$ cat config.mk
export PLATFORM = sky130hd
export DESIGN_NAME = fixed_block_pool_allocator
export DESIGN_NICKNAME = d
export VERILOG_FILES = /design/src/hdl/fbpa_pkg.sv /design/src/hdl/fixed_block_pool_allocator.sv
export SDC_FILE = /design/constraint.sdc
export NUM_CORES = 1
export LEC_CHECK = 0
export ABC_CLOCK_PERIOD_IN_PS = 7600
export BUFFER_PORTS_ARGS = -buffer_cell sky130_fd_sc_hd__buf_2
export CELL_PAD_IN_SITES_DETAIL_PLACEMENT = 1
export CELL_PAD_IN_SITES_GLOBAL_PLACEMENT = 1
export CORE_ASPECT_RATIO = 0.75
export CORE_UTILIZATION = 48
export DETAILED_ROUTE_END_ITERATION = 16
export GPL_TIMING_DRIVEN = 0
export PLACE_DENSITY_LB_ADDON = 0.1
export SYNTH_ARGS = -nofsm -noshare
export SYNTH_HDL_FRONTEND = slang
export SYNTH_SLANG_ARGS = --single-unit
$ cat constraint.sdc
create_clock -name clock -period 7.6 [get_ports clock]
set_input_delay 1.52 -clock clock [delete_from_list [all_inputs] [get_ports clock]]
set_output_delay 1.52 -clock clock [all_outputs]
set_load 0.05 [all_outputs]
$ cat src/hdl/fbpa_pkg.sv
// types, constants and codes of the fixed block pool allocator
package fbpa_pkg;

   localparam int MAX_BLOCKS     = 64;
   localparam int POOL_BYTES_MAX = 1048576;

   localparam int BB_W      = 17;
   localparam int POOL_W    = 21;
   localparam int OFF_W     = 20;
   localparam int STAT_W    = 2;
   localparam int CSR_W     = 21;
   localparam int CSR_IDX_W = 1;

   localparam int IDX_W  = (MAX_BLOCKS > 1) ? $clog2(MAX_BLOCKS) : 1;
   localparam int CNT_W  = $clog2(MAX_BLOCKS + 1);
   localparam int PMAX_W = $clog2(POOL_BYTES_MAX + 1);
   localparam int DVD_W  = (PMAX_W > OFF_W) ? PMAX_W : OFF_W;
   localparam int SHD_W  = ((BB_W + CNT_W) > DVD_W) ? (BB_W + CNT_W) : DVD_W;
   localparam int STEP_W = $clog2(CNT_W + 1);
   localparam int PROD_W = IDX_W + BB_W;

   localparam logic [BB_W-1:0]   BB_RST   = BB_W'(64);
   localparam logic [POOL_W-1:0] POOL_RST = POOL_W'(4096);

   localparam logic ACT_ALLOC = 1'b0;
   localparam logic ACT_FREE  = 1'b1;

   localparam logic [CSR_IDX_W-1:0] CSR_BLOCK_BYTES = CSR_IDX_W'(0);
   localparam logic [CSR_IDX_W-1:0] CSR_POOL_BYTES  = CSR_IDX_W'(1);

   typedef enum logic [STAT_W-1:0] {
      STAT_OK           = 2'd0,
      STAT_EMPTY        = 2'd1,
      STAT_INVALID      = 2'd2,
      STAT_ALREADY_FREE = 2'd3
   } status_type;

   typedef enum logic [2:0] {
      S_IDLE,
      S_INIT,
      S_RBLD,
      S_FDIV,
      S_FCHK,
      S_SCAN
   } state_type;

endpackage

$ cat src/hdl/fixed_block_pool_allocator.sv
// fixed block pool allocator: alloc scans the used flags (one used flag per cycle,
// highest index first), free runs a restoring divider (one quotient bit per cycle,
// cut short when the quotient cannot fit); the next start is taken in the result cycle
// reset and every register write rebuild the pool: block count by the same divider,
// with busy high, then all blocks free
// the receiver cannot stall; results are never held back; rsp_valid pulses one cycle
module fixed_block_pool_allocator
   import fbpa_pkg::*;
(
   input  logic                 clock,
   input  logic                 reset,
   input  logic                 start,
   output logic                 busy,
   input  logic                 req_action,
   input  logic [OFF_W-1:0]     req_offset_in,
   output logic                 rsp_valid,
   output logic [STAT_W-1:0]    rsp_status,
   output logic [OFF_W-1:0]     rsp_offset_out,
   output logic [CNT_W-1:0]     rsp_free_left,
   input  logic                 csr_we,
   input  logic [CSR_IDX_W-1:0] csr_index,
   input  logic [CSR_W-1:0]     csr_wdata
);

   state_type               state_ff, state_in;
   logic [BB_W-1:0]         bb_ff, bb_in;
   logic [POOL_W-1:0]       pool_ff, pool_in;
   logic [MAX_BLOCKS-1:0]   used_ff, used_in;
   logic [CNT_W-1:0]        total_ff, total_in;
   logic [CNT_W-1:0]        free_ff, free_in;
   logic [IDX_W-1:0]        scan_idx_ff, scan_idx_in;
   logic [DVD_W-1:0]        rem_ff, rem_in;
   logic [CNT_W-1:0]        quo_ff, quo_in;
   logic                    ovf_ff, ovf_in;
   logic [STEP_W-1:0]       step_ff, step_in;
   logic                    rsp_valid_ff, rsp_valid_in;
   status_type              rsp_status_ff, rsp_status_in;
   logic [OFF_W-1:0]        rsp_offset_ff, rsp_offset_in;
   logic [CNT_W-1:0]        rsp_free_ff, rsp_free_in;

   // shared divider datapath
   logic [SHD_W-1:0]  dsh;
   logic              ge;
   logic              div_done;
   logic [DVD_W-1:0]  div_rem_nx;
   logic [CNT_W-1:0]  div_quo_nx;
   logic              div_ovf_nx;
   logic [DVD_W-1:0]  pool_clamped;
   logic [PROD_W-1:0] prod;
   logic              free_bad;

   assign dsh  = SHD_W'(bb_ff) << step_ff;
   assign ge   = SHD_W'(rem_ff) >= dsh;
   assign prod = PROD_W'(scan_idx_ff) * PROD_W'(bb_ff);

   assign pool_clamped = (32'(pool_ff) > 32'(POOL_BYTES_MAX)) ?
                         DVD_W'(POOL_BYTES_MAX) : DVD_W'(pool_ff);

   always_comb begin
      div_rem_nx = rem_ff;
      div_quo_nx = quo_ff;
      div_ovf_nx = ovf_ff;
      div_done   = 1'b0;
      if (step_ff == STEP_W'(CNT_W)) begin
         // quotient would not fit if ge: flag overflow and stop
         div_ovf_nx = ge;
         div_done   = ge;
      end else begin
         if (ge) begin
            div_rem_nx = rem_ff - DVD_W'(dsh);
            div_quo_nx = quo_ff | (CNT_W'(1) << step_ff);
         end
         div_done = (step_ff == '0);
      end
   end

   assign free_bad = (bb_ff == '0) || ovf_ff || (rem_ff != '0) || (quo_ff >= total_ff);

   always_ff @(posedge clock) begin
      if (reset) begin
         state_ff     <= S_INIT;
         bb_ff        <= BB_RST;
         pool_ff      <= POOL_RST;
         used_ff      <= '0;
         total_ff     <= '0;
         free_ff      <= '0;
         step_ff      <= '0;
         ovf_ff       <= 1'b0;
         rsp_valid_ff <= 1'b0;
      end else begin
         state_ff     <= state_in;
         bb_ff        <= bb_in;
         pool_ff      <= pool_in;
         used_ff      <= used_in;
         total_ff     <= total_in;
         free_ff      <= free_in;
         step_ff      <= step_in;
         ovf_ff       <= ovf_in;
         rsp_valid_ff <= rsp_valid_in;
      end
      scan_idx_ff   <= scan_idx_in;
      rem_ff        <= rem_in;
      quo_ff        <= quo_in;
      rsp_status_ff <= rsp_status_in;
      rsp_offset_ff <= rsp_offset_in;
      rsp_free_ff   <= rsp_free_in;
   end

   always_comb begin
      state_in      = state_ff;
      bb_in         = bb_ff;
      pool_in       = pool_ff;
      used_in       = used_ff;
      total_in      = total_ff;
      free_in       = free_ff;
      scan_idx_in   = scan_idx_ff;
      rem_in        = rem_ff;
      quo_in        = quo_ff;
      ovf_in        = ovf_ff;
      step_in       = step_ff;
      rsp_valid_in  = 1'b0;
      rsp_status_in = rsp_status_ff;
      rsp_offset_in = rsp_offset_ff;
      rsp_free_in   = rsp_free_ff;

      case (state_ff)
         S_IDLE: begin
            if (start) begin
               if (req_action == ACT_FREE) begin
                  rem_in   = DVD_W'(req_offset_in);
                  quo_in   = '0;
                  ovf_in   = 1'b0;
                  step_in  = STEP_W'(CNT_W);
                  state_in = S_FDIV;
               end else begin
                  scan_idx_in = IDX_W'(total_ff - CNT_W'(1));
                  state_in    = S_SCAN;
               end
            end
         end
         S_INIT: begin
            rem_in  = pool_clamped;
            quo_in  = '0;
            ovf_in  = 1'b0;
            step_in = STEP_W'(CNT_W);
            used_in = '0;
            if (bb_ff == '0) begin
               total_in = '0;
               free_in  = '0;
               state_in = S_IDLE;
            end else begin
               state_in = S_RBLD;
            end
         end
         S_RBLD, S_FDIV: begin
            rem_in  = div_rem_nx;
            quo_in  = div_quo_nx;
            ovf_in  = div_ovf_nx;
            step_in = step_ff - STEP_W'(1);
            if (div_done) begin
               if (state_ff == S_RBLD) begin
                  if (div_ovf_nx || (div_quo_nx > CNT_W'(MAX_BLOCKS))) begin
                     total_in = CNT_W'(MAX_BLOCKS);
                  end else begin
                     total_in = div_quo_nx;
                  end
                  free_in  = total_in;
                  state_in = S_IDLE;
               end else begin
                  state_in = S_FCHK;
               end
            end
         end
         S_FCHK: begin
            rsp_valid_in  = 1'b1;
            rsp_offset_in = '0;
            if (free_bad) begin
               rsp_status_in = STAT_INVALID;
            end else if (!used_ff[quo_ff[IDX_W-1:0]]) begin
               rsp_status_in = STAT_ALREADY_FREE;
            end else begin
               rsp_status_in                = STAT_OK;
               used_in[quo_ff[IDX_W-1:0]]   = 1'b0;
               if (free_ff < total_ff) begin
                  free_in = free_ff + CNT_W'(1);
               end
            end
            rsp_free_in = free_in;
            state_in    = S_IDLE;
         end
         S_SCAN: begin
            if (total_ff == '0) begin
               rsp_valid_in  = 1'b1;
               rsp_status_in = STAT_EMPTY;
               rsp_offset_in = '0;
               rsp_free_in   = free_ff;
               state_in      = S_IDLE;
            end else if (!used_ff[scan_idx_ff]) begin
               used_in[scan_idx_ff] = 1'b1;
               if (free_ff != '0) begin
                  free_in = free_ff - CNT_W'(1);
               end
               rsp_valid_in  = 1'b1;
               rsp_status_in = STAT_OK;
               rsp_offset_in = OFF_W'(prod);
               rsp_free_in   = free_in;
               state_in      = S_IDLE;
            end else if (scan_idx_ff == '0) begin
               rsp_valid_in  = 1'b1;
               rsp_status_in = STAT_EMPTY;
               rsp_offset_in = '0;
               rsp_free_in   = free_ff;
               state_in      = S_IDLE;
            end else begin
               scan_idx_in = scan_idx_ff - IDX_W'(1);
            end
         end
         default: begin
            state_in = S_IDLE;
         end
      endcase

      // a register write re-initializes the pool
      if (csr_we) begin
         case (csr_index)
            CSR_BLOCK_BYTES: begin
               bb_in    = csr_wdata[BB_W-1:0];
               state_in = S_INIT;
            end
            CSR_POOL_BYTES: begin
               pool_in  = csr_wdata[POOL_W-1:0];
               state_in = S_INIT;
            end
            default: begin
            end
         endcase
      end
   end

   assign busy           = (state_ff != S_IDLE);
   assign rsp_valid      = rsp_valid_ff;
   assign rsp_status     = rsp_status_ff;
   assign rsp_offset_out = rsp_offset_ff;
   assign rsp_free_left  = rsp_free_ff;

endmodule

======== After elaboration in Yosys (flattened, before gate mapping) ========
Index checks and enable logic that the tools add are counted.
operators by class
  add/sub/neg operators ................... 6
  shifts and indexed selects .............. 2
  equality and inequality tests ........... 21
  reductions and logical operators ........ 32
  $lt $le $gt $ge ......................... 9
  muxes and demuxes ....................... 77
  bitwise operators ....................... 5
  $mul .................................... 1
operators with widths
  cell                                                                  count
  64-bit 2-to-1 mux                                                     4
  64-bit one-hot mux with 3 select lines                                1
  7-bit 2-to-1 mux                                                      17
  21-bit 2-to-1 mux                                                     5
  64-bit bitwise AND                                                    1
  64-bit NOT                                                            1
  64-bit bitwise OR                                                     1
  21-bit one-hot mux with 3 select lines                                1
  20-bit 2-to-1 mux                                                     3
  20-bit one-hot mux with 2 select lines                                1
  6-bit 2-to-1 mux                                                      5
  2-bit inequality test, second input constant                          14
  7-bit one-hot mux with 2 select lines                                 2
  7-bit one-hot mux with 4 select lines                                 1
  3-bit 2-to-1 mux                                                      9
  21-bit by 24-bit greater-or-equal comparator with 1-bit output        1
  17-bit by 3-bit << shifter with 24-bit output                         1
  21-bit greater-than comparator, second input constant                 1
  7-bit one-hot mux with 3 select lines                                 1
  21-bit nonzero test                                                   1
  21-bit subtractor                                                     1
  6-bit by 17-bit multiplier with 20-bit output                         1
  17-bit zero test                                                      1
  6-bit by 7-bit < comparator with 1-bit output, second input constant  2
  40 further kinds                                                      77
storage, ports and cells
  input bits .............................. 47
  logic and storage cells ................. 168
  bits in registers ....................... 187
  output and inout port bits .............. 31

======== Logic depth before layout (Yosys ltp) ========
Gate-level depths: netlist (run 1).
  word-level depth ........................ 10
  gate-level depth with buffers ........... 22
  depth with buffers taken out ............ 17

======== Least setup slack after synthesis (run 1) ========
Ideal clock, no wire load.
  path type ............................... register -> register
  start ................................... register scan_idx_ff[2]
  end ..................................... register rsp_offset_ff[19] (netlist: rsp_offset_out[19]), data pin
  clock period less this slack ............ 5.236 ns
  stages on the path, launching flop included .. 23
  buffers on the path ..................... 5
  slack ................................... 2.364 ns
  library setup time ...................... 0.266 ns
  arrival time ............................ 4.970 ns
  required time ........................... 7.334 ns
  cell sequence ........................... edfxtp_1 > buf_6 > buf_2 > buf_2 > clkbuf_1 > clkbuf_1 > nand2_1 > fa_1 > inv_1 > ha_1 > inv_1 > fa_1 > inv_1 > fa_1 > a211oi_1 > o21a_1 > nor3_1 > nor3_1 > nor3_1 > a211oi_1 > o21ai_0 > xnor2_1 > nor2_1
between the ends
  cells in the longest elaborated chain, start to end .. 5
  elaborated cells between the ends (all ways) .. 6
  those cells by class .................... mul: 1; mux: 5
RTL lines
  what                                                                                   line                               RTL
  start, declared                                                                        fixed_block_pool_allocator.sv:31   logic [IDX_W-1:0] scan_idx_ff, scan_idx_in;
  start signal, assigned                                                                 fixed_block_pool_allocator.sv:101  scan_idx_ff <= scan_idx_in;
  branches (longest 2 deep; another with 6-bit by 17-bit multiplier with 20-bit output)  --
  20-bit 2-to-1 mux *                                                                    fixed_block_pool_allocator.sv:198  end else if (!used_ff[scan_idx_ff]) begin
  20-bit 2-to-1 mux *                                                                    fixed_block_pool_allocator.sv:192  if (total_ff == '0) begin
  20-bit one-hot mux with 2 select lines *                                               fixed_block_pool_allocator.sv:126  case (state_ff)
  end signal, assigned                                                                   fixed_block_pool_allocator.sv:105  rsp_offset_ff <= rsp_offset_in;
  end, declared                                                                          fixed_block_pool_allocator.sv:38   logic [OFF_W-1:0] rsp_offset_ff, rsp_offset_in;
Every way passes the cells marked *. The select of a mux whose other input is x is not followed.
A chain may end at the register's enable or synchronous reset.

======== Worst setup path in the final report (run 1) ========
  start ................................... register scan_idx_ff[0]
  end ..................................... register rsp_offset_ff[19] (netlist: rsp_offset_out[19]), data pin
Same word-level chain as after synthesis.

==> results of run 1 <==
[critical path, cell delays in order (launching register included)]
cell and delay, ns:
edfxtp_1 0.32, buf_2 0.31, buf_2 0.35, buf_2 0.35
clkbuf_1 0.54, clkbuf_1 0.46, nand2_1 0.14, fa_1 0.50
inv_1 0.04, ha_1 0.27, inv_1 0.06, fa_1 0.53
inv_1 0.07, fa_1 0.48, a211oi_1 0.44, o21a_1 0.22
nor3_1 0.07, nor3_1 0.34, nor3_1 0.11, a211oi_1 0.36
o21ai_0 0.19, xnor2_1 0.20, nor2_1 0.06
[state kept, by name (all words and copies together) (netlist names), 2 cells and up]
register and count:
scan_idx_ff 6, used_ff 64, quo_ff 7, rem_ff 21
bb_ff 17, state_ff 3, rsp_free_left 7, rsp_status 2
rsp_offset_out 20, free_ff 7, step_ff 3, total_ff 7
pool_ff 21
[routing by layer]
| layer | vias up | track usage (%) | wire [um] |
|---|---|---|---|
| met5 | - | 0 | 0 |
| met4 | 0 | 8.50 | 1040 |
| met3 | 85 | 10.6 | 5990 |
| met2 | 748 | 53.3 | 24300 |
| met1 | 7447 | 54.2 | 26700 |
| li1 | 6539 | - | - |
[power by group through the flow]
stage          sequential, mW  combinational (mW)  clock [mW]
6_report                 1.21                1.54       0.936
5_1_grt                  1.21                1.65       0.972
4_1_cts                  1.20                1.49       0.938
3_5_place_dp             1.23                1.47           0
3_3_place_gp             1.23                1.42           0
2_1_floorplan            1.22                1.03           0
[how the worst min path moves through the flow]
stage                 from           to  slack, ns  cells after the start
6_report        pool_ff[6]   pool_ff[6]       0.48                      2
3_3_place_gp   pool_ff[10]  pool_ff[10]       0.46                      2
3_5_place_dp   pool_ff[10]  pool_ff[10]       0.47                      2
2_1_floorplan  pool_ff[18]  pool_ff[18]       0.45                      2
4_1_cts         pool_ff[6]   pool_ff[6]       0.49                      2
5_1_grt         pool_ff[6]   pool_ff[6]       0.50                      2
[placed cells by master (no fill, tap or decap), types with 32 or more instances in the layout]
cell type    n
mux2i_1     41
ha_1        68
dfxtp_1    124
o21ai_0    170
nand3_1     32
buf_2       91
and2_1      39
clkbuf_1   103
nor2_1      98
o211ai_1    34
nand2_1    218
edfxtp_1    63
fa_1        60
a21oi_1    150
inv_1      108
[through the flow]
| stage | util (%) | instances |
|---|---|---|
| 6_report | 54.0 | 2273 |
| 4_1_cts | 54.0 | 2272 |
| 3_5_place_dp | 52.1 | 2240 |
| 3_3_place_gp | 52.0 | 2238 |
| 2_1_floorplan | - | 1763 |
| 5_1_grt | 54.0 | 2273 |
[cell type report]
type	instances	area, um2
Fill cell	3682	13900
Multi-Input combinational cell	1334	9560
Sequential cell	187	4370
Buffer	130	518
Tap cell	399	499
Clock buffer	21	450
Inverter	112	420
Timing Repair Buffer	79	414
Clock inverter	11	125
[kinds of logic after synthesis]
group / count (synthesis) / synth area share [%]
muxes: 77 / 7.48
and+or+nand+nor: 530 / 16.9
buffers and inverters: 242 / 6.31
AOI/OAI and AO/OA: 559 / 23.7
adders and majority gates: 128 / 13.8
xor gates and xnor gates: 40 / 2.36
DFF: 187 / 29.4
==> results_dict.tcl, run 1 <==
set metrics [dict create \
    fin_hold_ws_ns 0.485 \
    min_period_over_period_pct 87.8 \
    endpoint "rsp_offset_out[19]" \
    hpwl_mm 45.1 \
    syn_inst 1763 \
    die-area_mm2 0.0317 \
    core-area_mm2 0.0303 \
    power_density_mw_per_mm2 225 \
    synth_cell_types 82 \
    worstPathRequired_ns 7.81 \
    rsz0062_at_grt "no" \
    fp.dieH_um 154 \
    clkLatencyLatePin_ns 0.48 \
    clockRootBuffer "clkbuf_16" \
    maxCapViolCount 0 \
    antenna_found_initial 0 \
    synth_top_cell_area_share_pct 16.7 \
    synth.avg_cell_area_um2 8.43 \
    synth_area_leaders "dfxtp_1 17%, edfxtp_1 13%, fa_1 8.1%" \
    clock-sinks 187 \
    via_count 14800 \
    startpoint "scan_idx_ff[0]" \
    hold_viol 0 \
    layout_setup_ws_ns 0.931 \
    cts_tree "done" \
    initial_utilization_pct 49.1 \
    arrival_ns 6.88 \
    synth_edf_count 63 \
    ff2ff_setup_slack_ns 0.93 \
    drc 0 \
    setup.worst_path.end_class "register" \
    cp-start-kind "register" \
    cts_resized 0 \
    slew_viol_final 0 \
    gp_congestion 0.998 \
    hold_path.class "reg2reg" \
    dr.first_iter.drc_count 1723 \
    r2r_start "scan_idx_ff[0]" \
    ioPinCount 78 \
    p_leak_nw 6.26 \
    seq_area_frac_synth_pct 29.4 \
    p_total_mw 3.68 \
    io_buffer_count 76 \
    overflow 0 \
    drive_gt1_share_pct 9.66 \
    via_per_inst 6.52 \
    reg2reg_to "rsp_offset_out[19]" \
    die_w_um 205 \
    cts_setup_buffers 0 \
    p_int_mw 2.14 \
    grt_max_degree 30 \
    syn_to_final_growth_pct 10.1 \
    ys_ff_latch 187 \
    synth_nets 1938 \
    placed_area_mm2 0.0158 \
    rr_worst_depth 22 \
    grt_use_total_pct 37.0 \
    fmax_mhz 150 \
    ir_worst_vdd_mv 0.195 \
    finalSetupViolations 0 \
    fin_tns_setup_ns 0 \
    antenna_cells 0 \
    p_seq_share_pct 32.8 \
    grt_pass1_wl_mm 87.9 \
    synth_area_mm2 0.0149 \
    drt_wl_total_mm 58.0 \
    fin_skew_ns 0.0166 \
    async_flop_share_pct 0 \
    status "complete, no violations" \
    worstMarginPinSlew_ns 1.13 \
    cts_hold_buf 0 \
    relSlewSlack_pct 24.6 \
    synth_area_leader_cell "dfxtp_1" \
    fin_crit_ns 6.67 \
    ys.flop_type "dfxtp_1" \
    ys_warn_count 0 \
    clk_path_buf_depth 2 \
    drtPass1Iterations 5 \
    pre_cts_ws_ns 1.06 \
    nets 2036 \
    crit_fanout 10 \
    cts-buffers-inserted 17 \
    grt_pass1_vias 14500 \
    switching_share_pct 41.7 \
    ant_nets 0 \
    critical_path_class "reg2reg" \
    synth.most_common_cell "nand2_1" \
    synth_common_cells "218 x nand2_1, 170 x o21ai_0, 150 x a21oi_1" \
    comb_power_share_pct 41.8 \
    path_clk_slew_ns 0.08 \
    switchingPower_mw 1.53 \
    final_area_mm2 0.0164 \
    wl_per_cell_um 25.5 \
    h-tree-depth 4 \
    core.rowCount 55 \
    clkPwrFrac_pct 25.4 \
]
(Power assumes the default switching activity.)
==> inputs of run 2 (changes only) <==
Settings changed: PLACE_DENSITY set to 0.85, PLACE_DENSITY_LB_ADDON 0.1 to unset, RECOVER_POWER set to 25.
==> results_dict.tcl, run 2 (synthesis gave the netlist of run 1 again) <==
set metrics [dict create \
    status "complete, but fails checks" \
    violations "design-rule violations" \
    path_depth 22 \
    maxCapViolCount 0 \
    cts_setup_buffers 0 \
    overflow 0 \
    ir_worst_vdd_mv 0.222 \
    cp-start-kind "register" \
    fmax_mhz 143 \
    p_leak_nw 6.15 \
    core.rowCount 55 \
    rr_worst_depth 22 \
    fin_crit_ns 6.98 \
    via_per_inst 6.55 \
    die-area_mm2 0.0317 \
    slowest_delay_ns 0.54 \
    crit_fanout 10 \
    path_cells "buf_2 > clkbuf_1 > buf_2 > clkbuf_1 > clkbuf_1 > nand2_1 > fa_1 > inv_1 > ha_1 > inv_1 > fa_1 > inv_1 > fa_1 > a211oi_1 > o21a_1 > nor3_1 > nor3_1 > nor3_1 > a211oi_1 > o21ai_0 > xnor2_1 > nor2_1" \
    ff_latch_area_mm2 0.00437 \
    final_common_cell "nand2_1" \
    nFillCells 3697 \
    clk_path_buf_depth 2 \
    critical_path_class "reg2reg" \
    min_period_over_period_pct 91.8 \
    reg_top3 "used_ff (64), pool_ff (21), rem_ff (21)" \
    cts_hold_buf 0 \
    finalSetupViolations 0 \
    slew_viol_final 0 \
    hold_path.class "reg2reg" \
    ant_nets 0 \
    initial_utilization_pct 49.1 \
    nets 2035 \
    grt_max_degree 30 \
    path_clk_slew_ns 0.07 \
    fin_hold_ws_ns 0.492 \
    clockRootBuffer "clkbuf_16" \
    grt_pass1_vias 14900 \
    drive_gt1_share_pct 7.96 \
    wl_per_cell_um 25.5 \
    cts-buffers-inserted 17 \
    crit_family "buffers and inverters" \
    drc 2 \
    drt_wl_total_mm 57.8 \
    hpwl_mm 44.9 \
    largest_reg_flops 64 \
    cp_slowest_cell "clkbuf_1" \
    cts_tree "done" \
    fin_skew_ns 0.0122 \
    multiInputGateArea_mm2 0.00956 \
    fin_tns_setup_ns 0 \
    fp.dieH_um 154 \
    relSlewSlack_pct 4.63 \
    rsz0062_at_grt "no" \
    layout_common_cells "218 x nand2_1, 170 x o21ai_0, 150 x a21oi_1" \
    worstPathRequired_ns 7.80 \
    grt_pass1_wl_mm 88.6 \
    syn_to_final_growth_pct 9.53 \
    gp_congestion 1.05 \
    cts_resized 0 \
    io_buffer_count 76 \
    top_register "used_ff" \
    ioPinCount 78 \
    hold_depth 2 \
    antenna_cells 0 \
    die_w_um 205 \
    via_count 14900 \
    dr.first_iter.drc_count 1745 \
    arrival_ns 7.18 \
    core-area_mm2 0.0303 \
    grt_use_total_pct 37.1 \
    power_density_mw_per_mm2 222 \
    clkLatencyLatePin_ns 0.47 \
    worstMarginPinSlew_ns 1.43 \
    setup.worst_path.end_class "register" \
    final_core_util_pct 53.8 \
    h-tree-depth 4 \
    placed_area_mm2 0.0158 \
    antenna_found_initial 0 \
    final_area_mm2 0.0163 \
    drtPass1Iterations 14 \
    path_buf_inv 8 \
    ff2ff_setup_slack_ns 0.62 \
    clock-sinks 187 \
    hold_viol 0 \
]
==> run 2: cell type report <==
cell class	instances	share of cell area, %
sequential	187	26.9
clock buffer	19	2.66
inverter	112	2.58
timing repair buffer	78	2.34
tap	399	3.07
clock inverter	13	0.584
multi-input combinational	1334	58.7
buffer	130	3.17
==> run 2: worst min-delay path, cell delays in order (launching register included) <==
cell and delay (ns):
dfxtp_1 0.33, nand2_1 0.06, a21oi_1 0.06
==> run 2: where the power goes <==
group	internal [mW]	switching, mW
combinational	0.533	1.00
sequential	1.14	0.0691
clock	0.421	0.456
total	2.09	1.53
==> run 2: stage by stage <==
| stage | cells | total power, mW | setup WS (ns) |
|---|---|---|---|
| global placement | 2238 | 2.63 | 1.21 |
| detailed placement | 2240 | 2.70 | 1.03 |
| finish | 2272 | 3.62 | 0.620 |
| CTS | 2272 | 3.57 | 1.02 |
| global route | 2272 | 3.79 | 0.341 |
| floorplan | 1763 | 2.25 | 2.36 |
==> run 2: path summary, 6_finish.rpt <==
check | start | end
max | scan_idx_ff[0] | rsp_offset_out[19]
min reg2reg | pool_ff[2] | pool_ff[2]
min | pool_ff[2] | pool_ff[2]
max reg2reg | scan_idx_ff[0] | rsp_offset_out[19]
==> run 2: per-layer routing <==
layer  part of all wire [%]  track usage (%)
met5                  0.086             1.24
met4                    1.8             9.77
met3                     11             9.31
met2                     43             54.1
met1                     45             54.1
==> inputs of run 3 (changes only) <==
Settings changed: ABC_AREA set to 1, CORE_UTILIZATION 48 to 46, TNS_END_PERCENT set to 20.
==> results_dict.tcl, run 3 <==
set metrics [dict create \
    wl_met1_mm 29.7 \
    synth_top_cell_area_share_pct 15.3 \
    clock-sinks 187 \
    path_clk_slew_ns 0.08 \
    nets 2669 \
    drtPass1Iterations 8 \
    stdcell_count 2964 \
    multiInputGateArea_mm2 0.0100 \
    grt_use_total_pct 36.9 \
    clockRootBuffer "clkbuf_16" \
    synth_area_mm2 0.0162 \
    via_count 18000 \
    cts_tree "done" \
    final_area_mm2 0.0178 \
    drt_wl_total_mm 66.0 \
    antenna_found_initial 0 \
    place_inst 2931 \
    synth_common_cells "608 x nand2_1, 285 x inv_1, 240 x a21oi_1" \
    fin_hold_ws_ns 0.506 \
    path_cells "clkbuf_1 > buf_1 > nand2_1 > fa_1 > fa_1 > fa_1 > inv_1 > ha_1 > nand3_1 > nand2_1 > a31oi_1 > o21ai_0 > nand2_1 > nand2_1 > a21oi_1 > o21ai_0 > nand3_1 > nand3_1 > a21oi_1" \
    ff_latch_area_mm2 0.00437 \
    clkPwrFrac_pct 18.2 \
    slew_viol_final 0 \
    via_per_inst 6.08 \
    fin_tns_setup_ns 0 \
    power_density_mw_per_mm2 295 \
    crit_family "adder cells" \
    ir_worst_vdd_mv 0.234 \
    switchingPower_mw 2.69 \
    synth_edf_count 63 \
    p_seq_share_pct 26.9 \
    overflow 0 \
    synth_area_leaders "dfxtp_1 15%, nand2_1 14%, edfxtp_1 12%" \
    core.rowCount 59 \
    crit_path_frequent_cell "nand2_1" \
    setup.worst_path.end_class "register" \
    ys_ff_latch 187 \
    clkLatencyLatePin_ns 0.49 \
    syn_to_final_growth_pct 10.0 \
    drive_gt1_share_pct 7.14 \
    cts-buffers-inserted 17 \
    die_w_um 219 \
    ys_warn_count 0 \
    synth_nets 2567 \
    hpwl_mm 49.8 \
    synth_cell_types 53 \
    cts_resized 0 \
    antenna_cells 0 \
    synth_area_leader_cell "dfxtp_1" \
    critical_path_class "reg2reg" \
    grt_max_degree 30 \
    drc 0 \
    p_total_mw 5.25 \
    ant_nets 0 \
    fmax_mhz 179 \
    nFillCells 4630 \
    relSlewSlack_pct 1.57 \
    grt_pass1_vias 18000 \
    synth.avg_cell_area_um2 6.76 \
    cts_hold_buf 0 \
    gp_congestion 0.991 \
    top_register "used_ff" \
    switching_share_pct 51.1 \
    fin_skew_ns 0.0160 \
    status "complete, no violations" \
    synth.most_common_cell "nand2_1" \
    met3_wirelength_mm 6.46 \
    clk_path_buf_depth 2 \
    core-area_mm2 0.0346 \
    comb_power_share_pct 54.9 \
    fin_crit_ns 5.58 \
    fp.dieH_um 164 \
    ys.flop_type "dfxtp_1" \
    async_flop_share_pct 0 \
    p_int_mw 2.57 \
    slowest_delay_ns 0.54 \
    wl_per_cell_um 22.3 \
    seq_area_frac_synth_pct 27.0 \
    hold_viol 0 \
    hold_path.class "reg2reg" \
    io_buffer_count 77 \
    dr_wl_met2_mm 28.1 \
    p_leak_nw 7.82 \
    worstPathRequired_ns 7.82 \
    crit_fanout 10 \
    cp-start-kind "register" \
    syn_inst 2392 \
    reg_top3 "used_ff (64), pool_ff (21), rem_ff (21)" \
    rsz0062_at_grt "no" \
    largest_reg_flops 64 \
    grt_pass1_wl_mm 102 \
    h-tree-depth 4 \
    ioPinCount 78 \
    final_common_cell "nand2_1" \
    placed_area_mm2 0.0172 \
    min_period_over_period_pct 73.4 \
    initial_utilization_pct 46.7 \
    path_buf_inv 3 \
    worstMarginPinSlew_ns 1.48 \
    maxCapViolCount 0 \
    layout_common_cells "609 x nand2_1, 284 x inv_1, 240 x a21oi_1" \
    cts_setup_buffers 0 \
    cp_slowest_cell "fa_1" \
    arrival_ns 5.80 \
    dr.first_iter.drc_count 2085 \
    dr.max_layer_used "met4" \
    die-area_mm2 0.0359 \
    finalSetupViolations 0 \
]
[run 3: cell families (layout without fill, tap and decap cells)]
| family | after synthesis | in the layout | synth area share [%] |
|---|---|---|---|
| flops | 187 | 187 | 27.0 |
| simple gates | 1009 | 1009 | 26.2 |
| fa+ha+maj | 128 | 128 | 12.7 |
| xor+xnor | 25 | 25 | 1.35 |
| buf+inv | 436 | 551 | 11.2 |
| compound gates | 607 | 607 | 21.5 |
[run 3: final timing paths]
check | from | endpoint | slack [ns] | cells past startpoint
setup / recovery | scan_idx_ff[3] | rsp_offset_out[16] | 2.02 | 19
hold / removal | state_ff[0] | state_ff[0] | 0.51 | 2
setup reg to reg | scan_idx_ff[3] | rsp_offset_out[16] | 2.02 | 19
hold reg to reg | state_ff[0] | state_ff[0] | 0.51 | 2
[run 3: worst min-delay path: cells and delay by family, from the launching register on]
family	cells	cell delay [ns]
simple gates	2	0.13
flops	1	0.33
[run 3: layout make-up]
class / count / area share (%)
Multi-Input combinational cell: 1769 / 56.3
Sequential cell: 187 / 24.6
Inverter: 297 / 6.26
Buffer: 139 / 3.94
Tap cell: 457 / 3.21
Clock buffer: 18 / 2.47
Timing Repair Buffer: 83 / 2.41
Clock inverter: 14 / 0.822
[run 3: power by group through the flow]
stage	clock network [mW]	logic, mW	registers, mW
floorplan	0	1.93	1.38
global placement	0	2.62	1.41
detailed placement	0	2.77	1.42
CTS	0.962	2.80	1.40
global route	0.995	3.16	1.43
finish	0.958	2.88	1.41
[run 3: layer usage]
metal	vias to the layer above	track usage, %
met2	850	55.3
met1	8817	51.6
met3	159	9.63
li1	8198	-
met4	0	11.7
met5	-	0
[run 3: through the flow]
| step | util (%) | setup WS [ns] |
|---|---|---|
| finish | 51.4 | 2.02 |
| global route | 51.4 | 1.72 |
| CTS | 51.4 | 2.12 |
| detailed placement | 49.7 | 2.14 |
| global placement | 49.5 | 2.35 |
| floorplan | - | 3.12 |
